`src/design/spq_pkg.sv`:
```
package spq_pkg;

  // queue capacity and stored payload width
  localparam int DEPTH        = 16;
  localparam int PAYLOAD_BITS = 16;

  // field widths of the channels
  localparam int CMD_W   = 2;
  localparam int PRIO_W  = 3;
  localparam int PAYIN_W = 16;
  localparam int STAT_W  = 2;

  // derived widths
  localparam int PAY_W  = (PAYLOAD_BITS < PAYIN_W) ? PAYLOAD_BITS : PAYIN_W;
  localparam int IDX_W  = (DEPTH > 1) ? $clog2(DEPTH) : 1;
  localparam int CNT_W  = $clog2(DEPTH + 1);
  localparam int WORD_W = PRIO_W + PAY_W;

  // command codes
  localparam logic [CMD_W-1:0] CMD_INSERT = 2'd0;
  localparam logic [CMD_W-1:0] CMD_REMOVE = 2'd1;
  localparam logic [CMD_W-1:0] CMD_CLEAR  = 2'd2;

  // status codes
  localparam logic [STAT_W-1:0] ST_OK    = 2'd0;
  localparam logic [STAT_W-1:0] ST_EMPTY = 2'd1;
  localparam logic [STAT_W-1:0] ST_FULL  = 2'd2;

  // sequencer states
  typedef enum logic [2:0] {
    S_IDLE,
    S_INS,
    S_CMP,
    S_REM,
    S_DONE
  } state_t;

endpackage

```
`src/design/stable_priority_queue.sv`:
```
// Stable priority queue, sorted by ascending priority number.
// Input channel: in_valid / in_stall with command, priority_req, payload.
// A beat is taken when in_valid is high and in_stall is low. Insert puts the
// entry behind every stored entry of equal or lower number, remove returns
// the head entry, clear empties the queue.
// Output channel: out_valid / out_stall with status, head_priority,
// head_payload, occupancy; one result beat per input beat, in order.
// Entries live in a circular buffer in one RAM, head pointer plus count.
// Clear, full, empty and unused codes go straight to the result; a remove
// first reads the head slot. An insert walks from the tail toward the head
// with one shared priority compare; for each moved entry it does a RAM read,
// then a compare and a write one slot up. The block takes one item at a
// time; in_stall drops on the edge that loads the result, and the next beat
// can be taken from then on.
// A result waits in the output register while out_stall is high; the next
// item can be taken meanwhile, but its result is held until the register
// frees. Reset empties the queue and drops any pending result.
module stable_priority_queue
  import spq_pkg::*;
(
  input  logic              clk,
  input  logic              rst,
  input  logic              in_valid,
  output logic              in_stall,
  input  logic [CMD_W-1:0]  command,
  input  logic [PRIO_W-1:0] priority_req,
  input  logic [PAYIN_W-1:0] payload,
  output logic              out_valid,
  input  logic              out_stall,
  output logic [STAT_W-1:0] status,
  output logic [PRIO_W-1:0] head_priority,
  output logic [PAYIN_W-1:0] head_payload,
  output logic [CNT_W-1:0]  occupancy
);

  state_t state, state_next;

  logic [IDX_W-1:0]  head, head_next;
  logic [CNT_W-1:0]  count, count_next;
  logic [CNT_W-1:0]  hole, hole_next;
  logic [PRIO_W-1:0] prio_q, prio_q_next;
  logic [PAY_W-1:0]  pay_q, pay_q_next;

  logic [STAT_W-1:0] res_status, res_status_next;
  logic [PRIO_W-1:0] res_prio, res_prio_next;
  logic [PAY_W-1:0]  res_pay, res_pay_next;

  logic              accept;
  logic [CNT_W-1:0]  lidx;
  logic [CNT_W:0]    psum;
  logic [IDX_W-1:0]  addr;
  logic              ram_we;
  logic [WORD_W-1:0] ram_wdata;
  logic [WORD_W-1:0] ram_rdata;
  logic [PRIO_W-1:0] rd_prio;
  logic [PAY_W-1:0]  rd_pay;
  logic              load_out;

  assign accept   = in_valid && !in_stall;
  assign in_stall = (state != S_IDLE);
  assign rd_prio  = ram_rdata[WORD_W-1:PAY_W];
  assign rd_pay   = ram_rdata[PAY_W-1:0];
  assign load_out = (state == S_DONE) && (!out_valid || !out_stall);

  // logical slot to physical RAM address, one wrap correction
  always_comb begin
    psum = (CNT_W + 1)'(head) + (CNT_W + 1)'(lidx);
    if (psum >= (CNT_W + 1)'(DEPTH)) begin
      psum = psum - (CNT_W + 1)'(DEPTH);
    end
    addr = psum[IDX_W-1:0];
  end

  spq_ram #(
    .WIDTH (WORD_W),
    .DEPTH (DEPTH)
  ) u_store (
    .clk   (clk),
    .we    (ram_we),
    .waddr (addr),
    .wdata (ram_wdata),
    .raddr (addr),
    .rdata (ram_rdata)
  );

  // state register
  always_ff @(posedge clk) begin
    if (rst) begin
      state <= S_IDLE;
      head  <= '0;
      count <= '0;
    end else begin
      state <= state_next;
      head  <= head_next;
      count <= count_next;
    end
  end

  // working registers, no reset needed
  always_ff @(posedge clk) begin
    hole       <= hole_next;
    prio_q     <= prio_q_next;
    pay_q      <= pay_q_next;
    res_status <= res_status_next;
    res_prio   <= res_prio_next;
    res_pay    <= res_pay_next;
  end

  // sequencer: next state, RAM access and result
  always_comb begin
    state_next      = state;
    head_next       = head;
    count_next      = count;
    hole_next       = hole;
    prio_q_next     = prio_q;
    pay_q_next      = pay_q;
    res_status_next = res_status;
    res_prio_next   = res_prio;
    res_pay_next    = res_pay;
    lidx            = '0;
    ram_we          = 1'b0;
    ram_wdata       = {prio_q, pay_q};

    case (state)
      S_IDLE: begin
        if (accept) begin
          prio_q_next     = priority_req;
          pay_q_next      = payload[PAY_W-1:0];
          res_status_next = ST_OK;
          res_prio_next   = '0;
          res_pay_next    = '0;
          hole_next       = count;
          state_next      = S_DONE;
          case (command)
            CMD_INSERT: begin
              if (count == CNT_W'(DEPTH)) begin
                res_status_next = ST_FULL;
              end else begin
                state_next = S_INS;
              end
            end
            CMD_REMOVE: begin
              // head slot read is issued now
              if (count == '0) begin
                res_status_next = ST_EMPTY;
              end else begin
                state_next = S_REM;
              end
            end
            CMD_CLEAR: begin
              count_next = '0;
            end
            default: begin
            end
          endcase
        end
      end

      S_INS: begin
        if (hole == '0) begin
          // reached the head, new entry goes first
          ram_we     = 1'b1;
          count_next = count + 1'b1;
          state_next = S_DONE;
        end else begin
          lidx       = hole - 1'b1;
          state_next = S_CMP;
        end
      end

      S_CMP: begin
        lidx = hole;
        ram_we = 1'b1;
        if (rd_prio > prio_q) begin
          // stored entry is less urgent, move it one slot up
          ram_wdata  = ram_rdata;
          hole_next  = hole - 1'b1;
          state_next = S_INS;
        end else begin
          count_next = count + 1'b1;
          state_next = S_DONE;
        end
      end

      S_REM: begin
        res_prio_next = rd_prio;
        res_pay_next  = rd_pay;
        count_next    = count - 1'b1;
        if (head == IDX_W'(DEPTH - 1)) begin
          head_next = '0;
        end else begin
          head_next = head + 1'b1;
        end
        state_next = S_DONE;
      end

      S_DONE: begin
        if (load_out) begin
          state_next = S_IDLE;
        end
      end

      default: begin
        state_next = S_IDLE;
      end
    endcase
  end

  // output register
  always_ff @(posedge clk) begin
    if (rst) begin
      out_valid <= 1'b0;
    end else if (load_out) begin
      out_valid <= 1'b1;
    end else if (!out_stall) begin
      out_valid <= 1'b0;
    end
  end

  always_ff @(posedge clk) begin
    if (load_out) begin
      status        <= res_status;
      head_priority <= res_prio;
      head_payload  <= PAYIN_W'(res_pay);
      occupancy     <= count;
    end
  end

  // checks on queue bookkeeping
  a_count_bound: assert property (@(posedge clk) disable iff (rst)
    count <= CNT_W'(DEPTH))
    else $error("entry count above capacity");

  a_cmp_hole: assert property (@(posedge clk) disable iff (rst)
    (state == S_CMP) |-> (hole != '0) && (hole <= count) && (count != CNT_W'(DEPTH)))
    else $error("insert walk outside occupied slots");

  a_full_status: assert property (@(posedge clk) disable iff (rst)
    (out_valid && status == ST_FULL) |-> (occupancy == CNT_W'(DEPTH)))
    else $error("full status with free slots");

  a_empty_status: assert property (@(posedge clk) disable iff (rst)
    (out_valid && status != ST_OK) |-> (head_priority == '0) && (head_payload == '0))
    else $error("error result carries an entry");

  a_remove_step: assert property (@(posedge clk) disable iff (rst)
    (state == S_REM) |=> (count == $past(count) - 1'b1))
    else $error("remove did not drop one entry");

endmodule

```
`src/design/spq_ram.sv`:
```
module spq_ram #(
  parameter int WIDTH = 8,
  parameter int DEPTH = 16
) (
  input  logic                                   clk,
  input  logic                                   we,
  input  logic [((DEPTH > 1) ? $clog2(DEPTH) : 1)-1:0] waddr,
  input  logic [WIDTH-1:0]                       wdata,
  input  logic [((DEPTH > 1) ? $clog2(DEPTH) : 1)-1:0] raddr,
  output logic [WIDTH-1:0]                       rdata
);

  logic [WIDTH-1:0] mem [DEPTH];

  // write port and registered read port
  always_ff @(posedge clk) begin
    if (we) begin
      mem[waddr] <= wdata;
    end
    rdata <= mem[raddr];
  end

endmodule

```
`config.mk`:
```
export PLATFORM = sky130hd
export DESIGN_NAME = stable_priority_queue
export DESIGN_NICKNAME = d
export VERILOG_FILES = /design/src/design/spq_pkg.sv /design/src/design/stable_priority_queue.sv /design/src/design/spq_ram.sv
export SDC_FILE = /design/constraint.sdc
export NUM_CORES = 1
export LEC_CHECK = 0
export BUFFER_PORTS_ARGS = -buffer_cell sky130_fd_sc_hd__buf_2
export CORE_UTILIZATION = 35
export CTS_CLUSTER_DIAMETER = 30
export DETAILED_ROUTE_END_ITERATION = 6
export SLEW_MARGIN = 15
export SYNTH_ARGS = -nofsm -noshare
export SYNTH_HDL_FRONTEND = slang
export SYNTH_SLANG_ARGS = --single-unit
```
`constraint.sdc`:
```
create_clock -name clk -period 6.6 [get_ports clk]
set_input_delay 1.32 -clock clk [delete_from_list [all_inputs] [get_ports clk]]
set_output_delay 1.32 -clock clk [all_outputs]
set_load 0.02 [all_outputs]
```
## Word level (Yosys, flattened, before mapping)

Memory sizes are Yosys's and may differ from the RTL's. A register that Yosys moved wholly into a read port is not among the register bits.
Cells that the tools add are included.

- Word-level logic and storage cells: 92
- Output and inout bits: 28
- Bits in writable memories: 304
- Bits of input ports: 25
- Latch bits: 0
- ROM bits: 0
- Flip-flop bits (word level): 84
- Memories kept: 1

- Divide/modulo/power cells: 0
- Mux-type cells: 35
- Add/sub/neg operators: 6
- Reductions and logical operators: 19
- Order comparisons: 2
- $mul: 0
- Shifts and indexed selects: 0
- Equality and inequality tests: 15
- Bitwise logic cells: 0

Memory list:

| name | depth | bits a word | read ports | clocked after Yosys merged registers in | wr ports | RTL line | text |
|---|---|---|---|---|---|---|---|
| u_store.mem | 16 | 19 | 1 | 1 | 1 | spq_ram.sv:13 | `logic [WIDTH-1:0] mem [DEPTH];` |

Operators by type and width:

| kind | number |
|---|---|
| 19-bit 2-to-1 mux | 2 |
| 5-bit 2-to-1 mux | 7 |
| 16-bit case mux with 2 select lines | 1 |
| 3-bit 2-to-1 mux | 7 |
| 5-bit case mux with 2 select lines | 2 |
| 5-bit case mux with 4 select lines | 1 |
| 16-bit 2-to-1 mux | 1 |
| 3-bit case mux with 5 select lines | 1 |
| 3-bit case mux with 2 select lines | 2 |
| 5-bit zero test | 2 |
| 2-bit inequality test (second input constant) | 5 |
| 5-bit by 1-bit subtractor with 5-bit output (second input constant) | 2 |
| 4-bit 2-to-1 mux | 2 |
| 4-bit by 5-bit adder with 6-bit output | 1 |
| 3-bit by 2-bit equality test with 1-bit output (second input constant) | 2 |
| 6-bit by 5-bit >= comparator with 1-bit output (second input constant) | 1 |
| 1-bit 2-to-1 mux | 6 |
| 2-bit AND reduction | 3 |
| 5-bit by 1-bit adder with 5-bit output (second input constant) | 1 |
| 5-bit equality test (second input constant) | 1 |
| 5-bit AND reduction | 1 |
| 4-bit by 1-bit adder with 4-bit output (second input constant) | 1 |
| 4-bit equality test (second input constant) | 1 |
| 2-bit by 1-bit inequality test with 1-bit output (second input constant) | 2 |
| other kinds (18) | 22 |

## Depth between registers and ports, before layout

Gate-level depths: netlist of the first run.

- Word-level depth: 6
- Mapped depth: 13
- Depth with buffers taken out: 12

## By module

Synthesis of the first run repeated with hierarchy kept, for this count alone.

- Cells, all modules: 779
- Area total of the unflattened synthesis: 15,561.2 um^2

By module, submodules not included:

| module | instances | seq. area each (um^2) | area each (um^2) | cells each |
|---|---|---|---|---|
| spq_ram | 1 | 9,509.1 | 11,846.4 | 507 |
| stable_priority_queue | 1 | 2,392.3 | 3,714.8 | 272 |

## Least setup slack after synthesis of the first run

No wires, ideal clock.

- Path type: register to register
- Start: register hole[0]
- End: memory u_store.mem[10][0] in the netlist's numbering (enable)
- Setup slack: 1,986 ps
- Required time: 6,181 ps
- Buffers on the path: 1
- Period minus slack after synthesis: 4,614 ps
- Data arrival time: 4,195 ps
- Stages on the path, launching flop included: 14
- Library setup time: 419 ps
- Cells stage by stage: edfxtp_1 > inv_1 > ha_1 > or4b_4 > nand3b_1 > nor2_1 > o21ai_0 > o21ai_0 > ha_1 > a21oi_1 > xnor2_1 > xnor2_4 > buf_4 > nor3_1

- Longest elaborated chain between the ends: 6
- Elaborated cells between the ends (all ways): 12
- Classes of those cells: add/sub (3); order compare (1); mux (7); reduce/logical (1)

Ends and longest elaborated chain:

| what | RTL line | text |
|---|---|---|
| start, declared | stable_priority_queue.sv:40 | `logic [CNT_W-1:0] hole, hole_next;` |
| start signal, assigned | stable_priority_queue.sv:101 | `hole <= hole_next;` |
| 5-bit by 1-bit subtractor with 5-bit output or 5-bit zero test (tied branches) | stable_priority_queue.sv:166, stable_priority_queue.sv:160 |  |
| 5-bit 2-to-1 mux | stable_priority_queue.sv:160 | `if (hole == '0) begin` |
| 5-bit case mux with 2 select lines | stable_priority_queue.sv:124 | `case (state)` |
| 4-bit by 5-bit adder with 6-bit output | stable_priority_queue.sv:67 | `psum = (CNT_W + 1)'(head) + (CNT_W + 1)'(lidx);` |
| 6-bit by 5-bit >= comparator with 1-bit output or 4-bit by 1-bit subtractor with 4-bit output (tied branches) | stable_priority_queue.sv:68, stable_priority_queue.sv:69 |  |
| 4-bit 2-to-1 mux | stable_priority_queue.sv:68 | `if (psum >= (CNT_W + 1)'(DEPTH)) begin` |
| end, declared | spq_ram.sv:13 |  |

Parallel ways exist; a longest one is shown, timed or not.

## Worst setup path in the final report of the first run

- Start: register hole[0]
- End: memory u_store.mem[8][11] in the netlist's numbering (enable)

Same word-level chain as after synthesis.

==> results of run 1 <==
-- worst max-delay path, cell delays in order, from the launching register on --
cell and delay, ns:
edfxtp_1 0.42, inv_1 0.11, ha_1 0.16, or4b_4 0.48, nand3b_1 0.24, o21ai_0 0.18
ha_4 0.20, fa_4 0.91, nor4_1 0.69, and3_1 0.94
-- logic make-up after synthesis --
| kind of cell | Yosys count | synth area share (%) |
|---|---|---|
| AOI/OAI and AO/OA | 44 | 1.866 |
| xor gates and xnor gates | 12 | 0.8338 |
| adders and majority gates | 14 | 1.207 |
| buffers and inverters | 45 | 1.191 |
| DFF | 407 | 75.53 |
| muxes | 155 | 16.03 |
| and+or+nand+nor | 94 | 3.343 |
-- per-stage QoR --
step                utilization (%)  std cells  hold WS (ns)  worst slack [ns]
floorplan                         -        771        0.4003             1.986
global placement              38.05       1401        0.4026             1.801
detailed placement            38.05       1401        0.4045             1.809
CTS                           44.16       1545        0.4157             1.779
global route                  44.16       1545        0.4186             1.577
finish                        44.16       1545        0.4166             1.853
-- flip-flops by register name, indices dropped and copies added, names as in the netlist, 4 cells and up --
name,count
count,5
u_store.rdata,19
head,4
hole,5
head_payload,16
res_pay,16
u_store.mem,304
occupancy,5
pay_q,16
-- per-layer routing --
metal | share of wire (%) | up-vias
met1 | 47 | 3924
met5 | 0 | -
met3 | 6.0 | 58
li1 | - | 3411
met4 | 2.2 | 0
met2 | 45 | 228
-- power groups by stage --
stage	clock network (uW)	logic, uW	registers [uW]
finish	4000	183	2900
global route	4200	201	2900
CTS	4060	187	2900
detailed placement	0	186	2940
global placement	0	182	2940
floorplan	0	110	2940
-- placed cells by master (no fill, tap or decap), types with 6 or more instances in the layout --
cell type | Yosys | routed
a21oi_1 | 14 | 13
clkbuf_1 | 21 | 7
edfxtp_1 | 375 | 375
nor3_2 | 0 | 12
nand2_1 | 15 | 15
mux4_2 | 76 | 76
mux2_2 | 19 | 19
mux2i_1 | 60 | 60
clkinv_2 | 0 | 15
nor2_1 | 12 | 11
buf_2 | 9 | 52
clkinvlp_4 | 0 | 10
inv_1 | 10 | 10
clkbuf_16 | 0 | 83
o21ai_0 | 7 | 7
xnor2_1 | 6 | 6
dfxtp_1 | 32 | 32
bufinv_16 | 0 | 9
ha_1 | 12 | 11
and2_1 | 20 | 20
buf_4 | 2 | 21
-- layout make-up --
class                      count  area [um2]
clock buffer                  94        2158
clock inverter                50       546.8
fill                        3782       24750
inverter                      10       37.54
multi-input combinational    319        3766
sequential                   407       11900
tap                          592       740.7
timing repair buffer          73       417.9
-- path summary, 6_finish.rpt --
check                    from                  to  cells past startpoint
setup / recovery      hole[0]  u_store.mem[8][11]                      9
hold reg to reg   res_prio[2]    head_priority[2]                      0
hold / removal    res_prio[2]    head_priority[2]                      0
setup reg to reg      hole[0]  u_store.mem[8][11]                      9
==> metrics.md, run 1 <==
| Metric | Value |
|---|---|
| Async set or reset register ratio after synthesis | 0% |
| Clk pwr share | between 50% and 60% |
| Overall Power | 7074 uW |
| Port Buf Inserts | between 50 and 60 |
| Cell Area, Synth | ~16000 um2 |
| Met3 Track Usage GR | under 10% |
| CTS tree | yes |
| Synth area leader | edfxtp_1 |
| I/O pin cnt | between 50 and 60 |
| Post-Syn Instances | just under 800 |
| Starting Density | roughly 36% |
| Synthesized area per cell | a little over 20 um2 |
| Final Cell Area | about 20000 um2 |
| Grt peak-use layer | met2 |
| Die width | 214.2 um |
| Setup Crit Path Kind | reg -> reg |
| Area Growth Syn to Fin | 24.19% |
| Clock Pin Slew Worst Setup and Hold Paths | approximately 0.05 ns |
| Status | finished clean |
| PostCTS Resize Cnt | 0 |
| Register bit total from synthesis | 407 |
| Final min period | about 4.7 ns |
| CTS buffer count | 79 |
| Antenna Nets Post-Route | 0 |
| Post-synth EDFFs | roughly 380 |
| Yosys Warn Count | 0 |
| First-pass GRT wire length | 49820 um |
| Met2 Use GR | 20.96% |
| Drt wl/cell | 20.84 um |
| FF-to-FF setup slack | ~1.9 ns |
| Least-Margin Pin Slew | 1.036 ns |
| Pleak | ~0.0066 uW |
| Worst-skew pair later-pin latency | a little under 0.6 ns |
| Clk sink count | just over 400 |
| Synth top area share | 71.46% |
| Switch share | between 20% and 30% |
| Mean number of vias per cell | approximately 4.9 |
| Number of global-route vias before repair | ~7900 |
| Top-count cell post-synth | edfxtp_1 |
| Synth top cells by count | edfxtp_1, mux4_2, mux2i_1, dfxtp_1, clkbuf_1 |
| Pins Over Slew Limit | 0 |
| RSZ-0062 raised after global routing | false |
| H-tree levels | 3 |
| P_int | 5620 uW |
| Drt total wl | between 30000 and 40000 um |
| Postcts setup bufs | 0 |
| Share of layout cells above drive strength 1 | approximately 34% |
| Synth unique cells | 48 |
| Endpoint class of the critical path | flop |
| Critical Path Source Type | flop |
| Drt drc | 0 |
| DRT iter0 DRCs | approximately 660 |
| Detailed-route via count | between 7000 and 8000 |
| Most used flip-flop cell after synthesis | edfxtp_1 |
| Top cells by area, synth | edfxtp_1, mux4_2, dfxtp_1, mux2i_1, mux2_2 |
| DIE AREA | about 46000 um2 |
| Worst path required time | between 6 and 7 ns |
| Sw Pwr | 1454 uW |
| Endpoints failing hold | 0 |
| Fin crit share | 71.93% |
| Sequential share of power | 40.9% |
| Area post-placement | around 17000 um2 |
| Die Ht | 214.2 um |
| Seq/Total Area, Yosys | between 70% and 80% |
| GR Overflow Total | 0 |
| GP Congestion | a little under 0.8 |
| CP Data Arrival Time | slightly below 5 ns |
| Peak supply drop | between 0.0003 and 0.0004 V |
| DRT Pass-1 Iters | 5 |
| Grt met1 use | between 20% and 30% |
| NumNets Final | 929 |
| Mapped Nets | 810 |
| Worst hold path type | reg -> reg |
| Max cap viols | 0 |
| Largest net degree at the start of global routing | 47 |
| CTS max path bufs | 3 |
| Total GRT Usage | between 10% and 20% |
| # hold bufs at CTS | 0 |
| CORE AREA | ~44000 um2 |
| Power per cell area | between 300 and 400 nW/um2 |
| Antenna violations before repair | 0 |
| DP HPWL | just under 20000 um |
| Max Clock Skew | about 0.019 ns |
| Setup TNS | 0 ns |
| Comb pwr share | 2.6% |
| Crit-path max FO | 35 |
| Final setup fails | 0 |
| Slew headroom | 30.76% |
| CTS root buf | clkbuf_16 |
| Num rows | a little under 80 |
| ANT cells | 0 |
| Fmax | roughly 210 MHz |
Note: power is estimated with default switching activity, not from simulation.
==> inputs of run 2 (changes only) <==
- clock period: 6.6 -> 3.9 ns (I/O delays scaled with it)
==> run 2 against run 1 <==
  * Combinational power increased by 79%
  * Cell area is 2.5% higher
  * Hold slack got worse by 0.029 ns
  * Clock-buffer cell count is 8 lower
  * Register-to-register slack worse by 1.8 ns
  * First-iteration DRC count is 18% lower
  * Sequential share of layout area decreased by 1.5 points
  * Largest cell class unchanged
  * Largest power group unchanged
==> metrics.md, run 2 (same netlist as run 1, synthesis figures left out) <==
| Metric | Value |
|---|---|
| Num rows | 77 (unchanged) |
| Final min period | 3.812 ns (was 4.747 ns) |
| Clk sink count | 407 (unchanged) |
| Least-Margin Pin Slew | 0.8644 ns (was 1.036 ns) |
| Endpoint class of the critical path | flop (unchanged) |
| DRT Pass-1 Iters | 6 (was 5) |
| Worst Setup EP | u_store.rdata[15] (was u_store.mem[8][11]) |
| Antenna violations before repair | 2 (was 0) |
| Most used cell along the critical path | mux2i_1 |
| Drt wl/cell | 20.89 um (was 20.84 um) |
| GR Overflow Total | 0 (unchanged) |
| Drt drc | 0 (unchanged) |
| Largest net degree at the start of global routing | 27 (was 47) |
| Max cap viols | 0 (unchanged) |
| Commonest non-fill, non-tap cell in the layout | edfxtp_1 (unchanged) |
| Detailed-route via count | 7877 (was 7621) |
| Share of layout cells above drive strength 1 | 36.94% (was 34.00%) |
| Reg-to-reg startpoint | hole[0] (unchanged) |
| FF-to-FF path depth | 11 (was 9) |
| DIE AREA | 45880 um2 (unchanged) |
| Fin crit share | 97.74% (was 71.93%) |
| Largest stage delay, worst path | 0.97 ns (was 0.94 ns) |
| Number of global-route vias before repair | 8386 (was 7944) |
| Grt met1 use | 19.21% (was 20.79%) |
| Crit path from | hole[0] (unchanged) |
| Antenna Nets Post-Route | 0 (unchanged) |
| Critical Path Source Type | flop (unchanged) |
| DP HPWL | 20090 um (was 19700 um) |
| CTS root buf | clkbuf_16 (unchanged) |
| Slew headroom | 41.93% (was 30.76%) |
| NumNets Final | 966 (was 929) |
| Top flop regs | u_store.mem x304, u_store.rdata x19 (unchanged) |
| Max Clock Skew | 0.02395 ns (was 0.01865 ns) |
| DRT iter0 DRCs | 541 (was 663) |
| Die Ht | 214.2 um (unchanged) |
| Pleak | 0.006774 uW (was 0.006559 uW) |
| Area Growth Syn to Fin | 27.24% (was 24.19%) |
| Overall Power | 11560 uW (was 7074 uW) |
| Setup Crit Path Kind | reg -> reg (unchanged) |
| Grt peak-use layer | met2 (unchanged) |
| CORE AREA | 44320 um2 (unchanged) |
| ANT cells | 0 (unchanged) |
| CTS max path bufs | 3 (unchanged) |
| Fmax | 262.3 MHz (was 210.6 MHz) |
| Area post-placement | 17460 um2 (was 16860 um2) |
| Total GRT Usage | 14.69% (was 14.48%) |
| Largest register FFs | 304 (unchanged) |
| Power per cell area | 576.3 nW/um2 (was 361.5 nW/um2) |
| Status | finished clean (unchanged) |
| CP cell instances | inv_1 > ha_1 > or4b_4 > nand3b_1 > o21ai_0 > ha_4 > fa_4 > buf_4 > mux4_2 > mux2i_1 > mux2i_1 (was inv_1 > ha_1 > or4b_4 > nand3b_1 > o21ai_0 > ha_4 > fa_4 > nor4_1 > and3_1) |
| H-tree levels | 3 (unchanged) |
| Worst flop-to-flop path endpoint | u_store.rdata[15] (was u_store.mem[8][11]) |
| Fillers | 3697 (was 3782) |
| GP Congestion | 0.7683 (was 0.7765) |
| Met2 Use GR | 24.46% (was 20.96%) |
| Final Cell Area | 20050 um2 (was 19570 um2) |
| Crit-path max FO | 12 (was 35) |
| Mean number of vias per cell | 4.985 (was 4.933) |
| Worst hold path type | in -> reg (was reg -> reg) |
| Port Buf Inserts | 52 (unchanged) |
| FF-to-FF setup slack | 0.09 ns (was 1.85 ns) |
| CP Data Arrival Time | 4.24 ns (was 4.94 ns) |
| Hold_sp | payload[6] (was res_prio[2]) |
| Drt total wl | 33000 um (was 32200 um) |
| Worst-skew pair later-pin latency | 0.57 ns (was 0.58 ns) |
| Biggest register | u_store.mem (unchanged) |
| Worst Hold Slack | 0.3873 ns (was 0.4166 ns) |
| Most frequent cells in the layout | edfxtp_1, mux4_2, clkbuf_16 (was edfxtp_1, clkbuf_16, mux4_2) |
| First-pass GRT wire length | 50860 um (was 49820 um) |
| CTS tree | yes (unchanged) |
| Pins Over Slew Limit | 0 (unchanged) |
| Final setup fails | 0 (unchanged) |
| Endpoints failing hold | 0 (unchanged) |
| Final worst setup slack | 0.08821 ns (was 1.853 ns) |
| Met3 Track Usage GR | 3.163% (was 3.631%) |
| Worst Setup Slack post-DPL | -0.008469 ns (was 1.809 ns) |
| Crit-path slowest cell | fa_4 (was and3_1) |
| Starting Density | 35.56% (unchanged) |
| Peak supply drop | 0.0002836 V (was 0.0003002 V) |
| Clock Pin Slew Worst Setup and Hold Paths | 0.05 ns (about the same) |
| Die width | 214.2 um (unchanged) |
| I/O pin cnt | 53 (unchanged) |
| Worst path required time | 4.32 ns (was 6.79 ns) |
| CTS buffer count | 75 (was 79) |
==> run 2: changes by cell type in the layout (fill, tap and decap cells not counted), moves of 7 or more <==
| cell | previous run | this run |
|---|---|---|
| clkinv_2 | 15 | 8 |
| buf_4 | 21 | 41 |
| buf_12 | 0 | 20 |
| nor3_2 | 12 | 0 |
| clkbuf_16 | 83 | 76 |
| nor3_4 | 0 | 12 |
==> run 2: worst min-delay path by stage <==
stage | slack [ns] | endpoint | cells past startpoint
floorplan | 0.40 | head_payload[0] | 0
global placement | 0.40 | status[0] | 0
detailed placement | 0.41 | head_payload[15] | 0
CTS | 0.36 | pay_q[1] | 1
global route | 0.36 | pay_q[6] | 1
finish | 0.39 | pay_q[6] | 1
==> run 2: final cells by class <==
class	instances	area [um2]	area share (%)
clock buffer	86	1979	9.872
clock inverter	52	550.5	2.746
inverter	10	37.54	0.1872
multi-input combinational	319	3861	19.26
sequential	407	11900	59.36
tap	592	740.7	3.694
timing repair buffer	114	979.7	4.886
==> run 2: worst max-delay path, delay by kind of cell (launching register included) <==
kind | cells | cell delay [ns]
multiplexers | 3 | 0.69
AND/OR/NAND/NOR | 2 | 0.73
flip-flops | 1 | 0.37
buffers and inverters | 2 | 0.36
AO/OA/AOI/OAI | 1 | 0.19
adder cells (fa/ha/maj) | 3 | 1.33
==> run 2: where the power goes <==
group	total (uW)	internal, uW	switching [uW]
Combinational	327	116	212
Sequential	4890	4860	28.5
Clock	6340	4100	2240
==> run 2: stage by stage <==
stage | utilization [%] | setup TNS, ns | cells
final | 45.24 | 0 | 1580
after global routing | 45.24 | -0.001511 | 1580
after CTS | 45.10 | 0 | 1576
after detailed placement | 39.39 | -0.1256 | 1438
after global placement | 39.39 | 0 | 1438
after floorplan | - | -34.27 | 771
==> run 2: metal layers <==
| metal | wire length [um] | up-vias |
|---|---|---|
| li1 | - | 3503 |
| met1 | 14210 | 4105 |
| met2 | 16550 | 231 |
| met3 | 1761 | 38 |
| met4 | 476 | 0 |
| met5 | 0 | - |
==> run 2: repair_timing <==
action                                  CTS  global route
gates resized for setup                   0             4
pin swaps                                 1             2
setup buffers                             0             4
endpoints found under the setup margin    3           318
hold buffers                              0             0
